`config.mk`:
```
export PLATFORM = sky130hd
export DESIGN_NAME = cascaded_pi_motor_controller_top
export DESIGN_NICKNAME = d
export VERILOG_FILES = /design/src/sv/cpmc_pkg.sv /design/src/sv/cascaded_pi_motor_controller_top.sv /design/src/sv/cpmc_ctrl.sv /design/src/sv/cpmc_datapath.sv
export SDC_FILE = /design/constraint.sdc
export NUM_CORES = 2
export LEC_CHECK = 0
export ABC_CLOCK_PERIOD_IN_PS = 29100
export BUFFER_PORTS_ARGS = -buffer_cell sky130_fd_sc_hd__buf_2
export CORE_MARGIN = 2
export CORE_UTILIZATION = 55
export DETAILED_ROUTE_END_ITERATION = 8
export GPL_TIMING_DRIVEN = 1
export HOLD_SLACK_MARGIN = 0.1
export PLACE_DENSITY = 0.75
export SLEW_MARGIN = 20
export SYNTH_ARGS = -nofsm -noshare
export SYNTH_HDL_FRONTEND = slang
export SYNTH_SLANG_ARGS = --single-unit
```
`constraint.sdc`:
```
create_clock -name clk -period 29.1 [get_ports clk]
set_input_delay 1.455 -clock clk [delete_from_list [all_inputs] [get_ports clk]]
set_output_delay 1.455 -clock clk [all_outputs]
set_load 0.03 [all_outputs]
```
`src/sv/cpmc_pkg.sv`:
```
package cpmc_pkg;

	localparam int WHEEL_COUNT = 3;
	localparam int ADC_WIDTH = 12;
	localparam int CFG_DATA_W = 16;
	localparam int CFG_INDEX_W = 3;

	typedef enum logic [2:0] {
		ST_IDLE,
		ST_MEAS_MUL,
		ST_MEAS,
		ST_P_MUL,
		ST_I_MUL,
		ST_FIN
	} state_t;

	typedef enum logic [CFG_INDEX_W-1:0] {
		REG_SPEED_KP = 3'd0,
		REG_SPEED_KI = 3'd1,
		REG_CURRENT_KP = 3'd2,
		REG_CURRENT_KI = 3'd3,
		REG_SPEED_SCALE = 3'd4,
		REG_ADC_ZERO_CODE = 3'd5,
		REG_ADC_AMPS_PER_CODE = 3'd6,
		REG_PWM_PERIOD = 3'd7
	} cfg_reg_t;

	typedef struct packed {
		logic load;
		logic mul_meas;
		logic meas;
		logic mul_p;
		logic mul_i;
		logic fin;
	} cmd_t;

	typedef struct packed {
		logic bad_wheel;
	} status_t;

endpackage

```
`src/sv/cascaded_pi_motor_controller_top.sv`:
```
// Cascaded PI speed/current controller for three wheels, signed Q12.12.
// A speed request (action 0) measures speed from the encoder count and updates
// the wheel's current set point; a current request (action 1) measures current
// from the ADC code and produces the forward/reverse PWM compare values. One
// request is processed at a time: a valid wheel steps through ST_MEAS_MUL,
// ST_MEAS, ST_P_MUL, ST_I_MUL and ST_FIN, and an out-of-range wheel goes from
// ST_MEAS_MUL straight to ST_FIN. The single shared 33x17 multiplier is used
// three times per valid request. The controller returns to idle on the edge
// that registers the result, and ST_FIN waits while an earlier result is still
// not taken. The result sits in an output register, so the next request is
// accepted while it waits. Gains and scales are written through the cfg port
// while no request is in flight; the block itself does not enforce this.
module cascaded_pi_motor_controller_top (
	input  logic                             clk,
	input  logic                             arst_n,
	input  logic                             cfg_we,
	input  logic [cpmc_pkg::CFG_INDEX_W-1:0] cfg_index,
	input  logic [cpmc_pkg::CFG_DATA_W-1:0]  cfg_data,
	input  logic                             in_valid,
	output logic                             in_ready,
	input  logic                             action,
	input  logic [1:0]                       wheel_index,
	input  logic signed [23:0]               target_speed,
	input  logic [15:0]                      encoder_count,
	input  logic                             counting_down,
	input  logic [11:0]                      adc_sample,
	output logic                             out_valid,
	input  logic                             out_ready,
	output logic [1:0]                       out_wheel,
	output logic signed [23:0]               measured_speed,
	output logic signed [23:0]               current_setpoint,
	output logic signed [23:0]               measured_current,
	output logic [15:0]                      duty_forward,
	output logic [15:0]                      duty_reverse
);
	import cpmc_pkg::*;

	cmd_t    cmd;
	status_t status;

	cpmc_ctrl u_ctrl (
		.clk       (clk),
		.arst_n    (arst_n),
		.in_valid  (in_valid),
		.in_ready  (in_ready),
		.out_valid (out_valid),
		.out_ready (out_ready),
		.status    (status),
		.cmd       (cmd)
	);

	cpmc_datapath u_dp (
		.clk              (clk),
		.arst_n           (arst_n),
		.cmd              (cmd),
		.status           (status),
		.cfg_we           (cfg_we),
		.cfg_index        (cfg_index),
		.cfg_data         (cfg_data),
		.action           (action),
		.wheel_index      (wheel_index),
		.target_speed     (target_speed),
		.encoder_count    (encoder_count),
		.counting_down    (counting_down),
		.adc_sample       (adc_sample),
		.out_wheel        (out_wheel),
		.measured_speed   (measured_speed),
		.current_setpoint (current_setpoint),
		.measured_current (measured_current),
		.duty_forward     (duty_forward),
		.duty_reverse     (duty_reverse)
	);

endmodule

```
`src/sv/cpmc_ctrl.sv`:
```
module cpmc_ctrl (
	input  logic              clk,
	input  logic              arst_n,
	input  logic              in_valid,
	output logic              in_ready,
	output logic              out_valid,
	input  logic              out_ready,
	input  cpmc_pkg::status_t status,
	output cpmc_pkg::cmd_t    cmd
);
	import cpmc_pkg::*;

	state_t state_q, state_d;
	logic   out_valid_q;
	logic   fin_go;

	assign fin_go = (state_q == ST_FIN) && (!out_valid_q || out_ready);

	always_comb begin
		state_d = state_q;
		case (state_q)
			ST_IDLE: begin
				if (in_valid) state_d = ST_MEAS_MUL;
			end
			ST_MEAS_MUL: begin
				state_d = status.bad_wheel ? ST_FIN : ST_MEAS;
			end
			ST_MEAS:  state_d = ST_P_MUL;
			ST_P_MUL: state_d = ST_I_MUL;
			ST_I_MUL: state_d = ST_FIN;
			ST_FIN: begin
				if (fin_go) state_d = ST_IDLE;
			end
			default: state_d = ST_IDLE;
		endcase
	end

	always_comb begin
		cmd = '0;
		case (state_q)
			ST_IDLE:     cmd.load = in_valid;
			ST_MEAS_MUL: cmd.mul_meas = 1'b1;
			ST_MEAS:     cmd.meas = 1'b1;
			ST_P_MUL:    cmd.mul_p = 1'b1;
			ST_I_MUL:    cmd.mul_i = 1'b1;
			ST_FIN:      cmd.fin = fin_go;
			default:     cmd = '0;
		endcase
	end

	always_ff @(posedge clk or negedge arst_n) begin
		if (!arst_n) begin
			state_q <= ST_IDLE;
			out_valid_q <= 1'b0;
		end else begin
			state_q <= state_d;
			if (fin_go) out_valid_q <= 1'b1;
			else if (out_ready) out_valid_q <= 1'b0;
		end
	end

	assign in_ready = (state_q == ST_IDLE);
	assign out_valid = out_valid_q;

endmodule

```
`src/sv/cpmc_datapath.sv`:
```
module cpmc_datapath (
	input  logic                                 clk,
	input  logic                                 arst_n,
	input  cpmc_pkg::cmd_t                       cmd,
	output cpmc_pkg::status_t                    status,
	input  logic                                 cfg_we,
	input  logic [cpmc_pkg::CFG_INDEX_W-1:0]     cfg_index,
	input  logic [cpmc_pkg::CFG_DATA_W-1:0]      cfg_data,
	input  logic                                 action,
	input  logic [1:0]                           wheel_index,
	input  logic signed [23:0]                   target_speed,
	input  logic [15:0]                          encoder_count,
	input  logic                                 counting_down,
	input  logic [11:0]                          adc_sample,
	output logic [1:0]                           out_wheel,
	output logic signed [23:0]                   measured_speed,
	output logic signed [23:0]                   current_setpoint,
	output logic signed [23:0]                   measured_current,
	output logic [15:0]                          duty_forward,
	output logic [15:0]                          duty_reverse
);
	import cpmc_pkg::*;

	// config
	logic [15:0] speed_kp_q, speed_ki_q, current_kp_q, current_ki_q;
	logic [15:0] speed_scale_q, adc_amps_q, pwm_period_q;
	logic [ADC_WIDTH-1:0] adc_zero_q;

	// latched request
	logic                 action_q;
	logic [1:0]           wheel_q;
	logic signed [23:0]   target_q;
	logic [15:0]          count_q;
	logic                 down_q;
	logic [ADC_WIDTH-1:0] code_q;

	// per-wheel state
	logic signed [31:0] spd_int_q [WHEEL_COUNT];
	logic signed [31:0] cur_int_q [WHEEL_COUNT];
	logic signed [23:0] setpt_q [WHEEL_COUNT];
	logic [15:0]        duty_fwd_q [WHEEL_COUNT];
	logic [15:0]        duty_rev_q [WHEEL_COUNT];

	// shared multiplier
	logic signed [32:0] mul_a;
	logic signed [16:0] mul_b;
	logic signed [49:0] mul_p;
	logic signed [49:0] prod_q, acc_q;

	logic signed [24:0] err_q;
	logic signed [31:0] integ_q;
	logic signed [23:0] meas_q;

	logic               bad;
	logic signed [ADC_WIDTH:0] adc_diff;

	assign bad = (int'(wheel_q) >= WHEEL_COUNT);
	assign status.bad_wheel = bad;

	always_ff @(posedge clk or negedge arst_n) begin
		if (!arst_n) begin
			speed_kp_q <= 16'd256;
			speed_ki_q <= 16'd0;
			current_kp_q <= 16'd256;
			current_ki_q <= 16'd0;
			speed_scale_q <= 16'd4096;
			adc_zero_q <= ADC_WIDTH'(2048);
			adc_amps_q <= 16'd1024;
			pwm_period_q <= 16'd999;
		end else if (cfg_we) begin
			case (cfg_reg_t'(cfg_index))
				REG_SPEED_KP:          speed_kp_q <= cfg_data;
				REG_SPEED_KI:          speed_ki_q <= cfg_data;
				REG_CURRENT_KP:        current_kp_q <= cfg_data;
				REG_CURRENT_KI:        current_ki_q <= cfg_data;
				REG_SPEED_SCALE:       speed_scale_q <= cfg_data;
				REG_ADC_ZERO_CODE:     adc_zero_q <= cfg_data[ADC_WIDTH-1:0];
				REG_ADC_AMPS_PER_CODE: adc_amps_q <= cfg_data;
				REG_PWM_PERIOD:        pwm_period_q <= cfg_data;
				default: ;
			endcase
		end
	end

	always_ff @(posedge clk) begin
		if (cmd.load) begin
			action_q <= action;
			wheel_q <= wheel_index;
			target_q <= target_speed;
			count_q <= encoder_count;
			down_q <= counting_down;
			code_q <= adc_sample[ADC_WIDTH-1:0];
		end
	end

	assign adc_diff = $signed({1'b0, code_q}) - $signed({1'b0, adc_zero_q});

	always_comb begin
		mul_a = '0;
		mul_b = '0;
		if (cmd.mul_meas) begin
			if (!action_q) begin
				mul_a = {17'd0, count_q};
				mul_b = {1'b0, speed_scale_q};
			end else begin
				mul_a = {{(32 - ADC_WIDTH){adc_diff[ADC_WIDTH]}}, adc_diff};
				mul_b = {1'b0, adc_amps_q};
			end
		end else if (cmd.mul_p) begin
			mul_a = {{8{err_q[24]}}, err_q};
			mul_b = {1'b0, action_q ? current_kp_q : speed_kp_q};
		end else if (cmd.mul_i) begin
			mul_a = {integ_q[31], integ_q};
			mul_b = {1'b0, action_q ? current_ki_q : speed_ki_q};
		end
	end

	assign mul_p = mul_a * mul_b;

	always_ff @(posedge clk) begin
		if (cmd.mul_meas || cmd.mul_p || cmd.mul_i) prod_q <= mul_p;
		if (cmd.mul_i) acc_q <= prod_q;
	end

	// measurement, error and integrator
	logic [27:0]        spd_mag;
	logic [22:0]        spd_mag_sat;
	logic signed [23:0] mspeed;
	logic signed [49:0] cur_shr;
	logic signed [23:0] mcur;
	logic signed [23:0] meas_val;
	logic signed [23:0] ref_val;
	logic signed [24:0] err_d;
	logic signed [31:0] integ_old;
	logic signed [32:0] integ_sum;
	logic signed [31:0] integ_d;

	always_comb begin
		spd_mag = prod_q[31:4];
		spd_mag_sat = (spd_mag > 28'd8388607) ? 23'h7FFFFF : spd_mag[22:0];
		mspeed = down_q ? (24'sd0 - $signed({1'b0, spd_mag_sat}))
			: $signed({1'b0, spd_mag_sat});

		cur_shr = (prod_q + (prod_q[49] ? 50'sd15 : 50'sd0)) >>> 4;
		if (cur_shr > 50'sd8388607) mcur = 24'sh7FFFFF;
		else if (cur_shr < -50'sd8388608) mcur = -24'sh800000;
		else mcur = cur_shr[23:0];

		meas_val = action_q ? mcur : mspeed;
		ref_val = action_q ? setpt_q[wheel_q] : target_q;
		err_d = {ref_val[23], ref_val} - {meas_val[23], meas_val};

		integ_old = action_q ? cur_int_q[wheel_q] : spd_int_q[wheel_q];
		integ_sum = {integ_old[31], integ_old} + {{8{err_d[24]}}, err_d};
		if (integ_sum[32] != integ_sum[31])
			integ_d = integ_sum[32] ? 32'sh80000000 : 32'sh7FFFFFFF;
		else
			integ_d = integ_sum[31:0];
	end

	always_ff @(posedge clk) begin
		if (cmd.meas) begin
			meas_q <= meas_val;
			err_q <= err_d;
			integ_q <= integ_d;
		end
	end

	// final sum, set point and duty split
	logic signed [49:0] sum;
	logic signed [49:0] spd_shr;
	logic signed [23:0] new_setpt;
	logic [49:0]        abs_sum;
	logic [29:0]        drv;
	logic [15:0]        drive;
	logic [15:0]        new_fwd, new_rev;

	always_comb begin
		sum = acc_q + prod_q;
		spd_shr = (sum + (sum[49] ? 50'sd255 : 50'sd0)) >>> 8;
		if (spd_shr > 50'sd8388607) new_setpt = 24'sh7FFFFF;
		else if (spd_shr < -50'sd8388608) new_setpt = -24'sh800000;
		else new_setpt = spd_shr[23:0];

		abs_sum = sum[49] ? 50'(-sum) : 50'(sum);
		drv = abs_sum[49:20];
		drive = (drv > {14'd0, pwm_period_q}) ? pwm_period_q : drv[15:0];
		new_fwd = sum[49] ? 16'd0 : drive;
		new_rev = sum[49] ? drive : 16'd0;
	end

	always_ff @(posedge clk or negedge arst_n) begin
		if (!arst_n) begin
			for (int i = 0; i < WHEEL_COUNT; i++) begin
				spd_int_q[i] <= '0;
				cur_int_q[i] <= '0;
				setpt_q[i] <= '0;
				duty_fwd_q[i] <= '0;
				duty_rev_q[i] <= '0;
			end
		end else if (cmd.fin && !bad) begin
			if (!action_q) begin
				spd_int_q[wheel_q] <= integ_q;
				setpt_q[wheel_q] <= new_setpt;
			end else begin
				cur_int_q[wheel_q] <= integ_q;
				duty_fwd_q[wheel_q] <= new_fwd;
				duty_rev_q[wheel_q] <= new_rev;
			end
		end
	end

	always_ff @(posedge clk) begin
		if (cmd.fin) begin
			out_wheel <= wheel_q;
			if (bad) begin
				measured_speed <= '0;
				measured_current <= '0;
				current_setpoint <= '0;
				duty_forward <= '0;
				duty_reverse <= '0;
			end else begin
				measured_speed <= action_q ? 24'sd0 : meas_q;
				measured_current <= action_q ? meas_q : 24'sd0;
				current_setpoint <= action_q ? setpt_q[wheel_q] : new_setpt;
				duty_forward <= action_q ? new_fwd : duty_fwd_q[wheel_q];
				duty_reverse <= action_q ? new_rev : duty_rev_q[wheel_q];
			end
		end
	end

endmodule

```
==> impl_metrics.toml <==
[status]
status = "complete, no violations"

[routing]
antenna_left = 0
first_pass_iters = 6
via_count = 49300
wire_per_inst_um = 23.4
viasPerCell = 6.07
wl_mm = 190
remaining_drc_errors = 0
first_iter_violations = 4912

[global_routing]
grt_max_degree = 182
gr-total-overflow = 0
grtUsageTotal_pct = 32.9
grt_pass1_vias = 48900
antenna_found_initial = 3
grt_pass1_wl_mm = 292

[place]
gp_congestion = 0.996
placement.io_buffers = 187
dpl.hpwl_mm = 138

[clock_tree]
cts_hold_buf = 0
numCtsBuffers = 92
clock-root-buffer = "clkbuf_16"
clockBufferDepth = 3
cts_tree = "built"
clk_pin_slew_ns = 0.06
postCtsSetupRepairBufs = 0
cts.sinks = 831
htree_levels = 3
cts_resized = 0
clk_latency_ns = 0.70

[yosys]
ys_warn_count = 0
synthAdderAreaFrac_pct = 21.4
synth_top_family_by_area = "adder cells"
synth_compound_area_share_pct = 11.8
synth_nets = 7313
synth_area_per_cell_um2 = 9.60
netlist_instances = 6474
synthSimpleGateAreaFrac_pct = 14.9
ys_ff_latch = 831
synthFlopType = "dfrtp_1"
synth-edff-count = 343
async_flop_share_pct = 58.7
ys_seq_area_share_pct = 36.3
ys_types = 106
synth_mux_area_share_pct = 6.41
synth-xor-area-share_pct = 3.11
syn_area_mm2 = 0.0621

[hold_path]
min_path_type = "flop to flop"
holdPathStages = 2

[final_layout]
nFillCells = 9350
drive_above_1_share_pct = 11.0
nets = 7368
register_area_mm2 = 0.0225
area_growth_pct = 9.24
multiInputGateArea_mm2 = 0.0360
layout_common_cells = "1223 x nand2_1, 678 x inv_1, 497 x fa_1, 475 x dfrtp_1, 388 x nor2_1"
final_common_cell = "nand2_1"

[critical_path]
arrival_ns = 12.16
max_stage_delay_ns = 0.90
path_max_fanout = 14
cp_slowest_cell = "nor2_1"
cp.required_ns = 29.49
reg2regPathDepth = 43
path_class = "flop to flop"
startpoint_type = "flop"
cp_top_family = "compound AO/OA/AOI/OAI gates"
crit_cells = 43
cp.buffers_inverters = 5
crit_path_end_kind = "flop"

[sta]
max_freq_ghz = 0.0849
tightest_slew_ns = 1.19
skew_ns = 0.0568
grt_setup_unrepaired = "no"
slew_headroom_pct = 20.8
setup_tns_ns = 0
timing.final.crit_share_pct = 40.5
hold_violations = 0
fin_crit_ns = 11.78
slew_viol_final = 0
finalSetupViolations = 0

[floorplanning]
fp-row-count = 123
die_h_um = 340
die_w_um = 340
initial_core_util_pct = 55.3
core-area_mm2 = 0.112
die_area_mm2 = 0.116
pin_count = 188

[flow_run]
maxCapViolCount = 0
## cell type report
cell class / instances / share of cell area, %
antenna: 2 / 0.00737
clock inverter: 51 / 0.844
multi-input combinational: 4648 / 53.1
inverter: 682 / 3.77
clock buffer: 123 / 3.88
sequential: 831 / 33.2
timing repair buffer: 274 / 2.47
tap: 1500 / 2.77
## stage by stage
step | hold slack [ns] | area, um^2 | instances | worst slack, ns | util (%)
floorplan | 0.445 | 62100 | 6474 | 17.40 | -
global placement | 0.458 | 64600 | 7933 | 17.78 | 57.5
detailed placement | 0.462 | 64600 | 7933 | 17.58 | 57.5
CTS | 0.477 | 67800 | 8107 | 17.55 | 60.4
global route | 0.485 | 67900 | 8109 | 16.67 | 60.4
finish | 0.474 | 67900 | 8111 | 17.32 | 60.4
## worst min-delay path: stages (launching register included)
cell and delay (ns):
dfrtp_1 0.34, nand2_1 0.05, nand2_1 0.05
## path summary, 6_finish.rpt
path / from / to / slack, ns
worst max-delay path: u_dp.code_q[0] / u_dp.prod_q[49] / 17.32
worst min-delay path: u_dp.cur_int_q[76] / u_dp.cur_int_q[76] / 0.47
worst max register to register: u_dp.code_q[0] / u_dp.prod_q[49] / 17.32
worst min register to register: u_dp.cur_int_q[76] / u_dp.cur_int_q[76] / 0.47
max in group asynchronous: arst_n / u_dp.cur_int_q[47] / 25.05
min in group asynchronous: arst_n / u_dp.duty_fwd_q[19] / 0.78
## flip-flops by register name (all words and copies together), names as in the netlist, 24 cells and up
register	count
u_dp.current_setpoint	24
u_dp.integ_q	32
u_dp.duty_fwd_q	48
u_dp.meas_q	24
u_dp.duty_rev_q	48
u_dp.prod_q	50
u_dp.measured_speed	24
u_dp.spd_int_q	96
u_dp.acc_q	50
u_dp.measured_current	24
u_dp.setpt_q	72
u_dp.target_q	24
u_dp.cur_int_q	96
u_dp.err_q	25
## cells by family (layout without fill, tap and decap cells)
kind of cell             count (synthesis)  after routing
AO/OA/AOI/OAI                         1161           1161
XOR/XNOR                               220            220
adder cells (fa/ha/maj)                763            763
buffers and inverters                  995           1130
flip-flops                             831            831
multiplexers                           370            370
other                                    0              2
AND/OR/NAND/NOR                       2134           2134
## per-layer routing
metal  part of all wire, %  routed length, um  GRT usage [%]  up-vias
li1                      -                  -              -    21800
met1                    40              76400           44.7    24500
met2                    44              84300           50.4     2460
met3                    10              18900           7.07      493
met4                   5.5              10400           15.9        2
met5                0.0068                 13              0        -
## Yosys cell counts, types with 12 or more instances
master | count | share of area, %
o21a_1 | 27 | 0.33
mux2_2 | 172 | 3.1
clkbuf_1 | 265 | 1.6
o22ai_1 | 55 | 0.55
a22o_1 | 39 | 0.55
edfxtp_1 | 343 | 17
o31ai_1 | 19 | 0.23
nor2_1 | 396 | 2.4
nor2b_1 | 63 | 0.63
or3_1 | 24 | 0.24
a21oi_1 | 349 | 2.8
buf_2 | 14 | 0.11
a21o_1 | 82 | 0.99
a211oi_1 | 51 | 0.62
buf_1 | 25 | 0.15
nand4_1 | 27 | 0.27
nand2_1 | 1228 | 7.4
mux2i_1 | 187 | 3.0
a221o_1 | 12 | 0.19
o21ai_0 | 221 | 1.8
o21ai_1 | 86 | 0.69
o211ai_1 | 44 | 0.53
nor4_1 | 22 | 0.22
nand2b_1 | 32 | 0.32
dfrtp_1 | 475 | 19
and3_1 | 72 | 0.72
ha_1 | 262 | 5.3
or2_2 | 14 | 0.14
nor3_1 | 65 | 0.52
dfstp_2 | 13 | 0.55
nand3_1 | 65 | 0.52
xnor2_1 | 154 | 2.2
and2_1 | 63 | 0.63
o21bai_1 | 24 | 0.29
a31oi_1 | 23 | 0.23
inv_1 | 680 | 4.1
xor2_1 | 65 | 0.92
fa_1 | 497 | 16
Power is not shown: default switching activity piles up to over one toggle a cycle in this logic, so the estimate is an artifact.
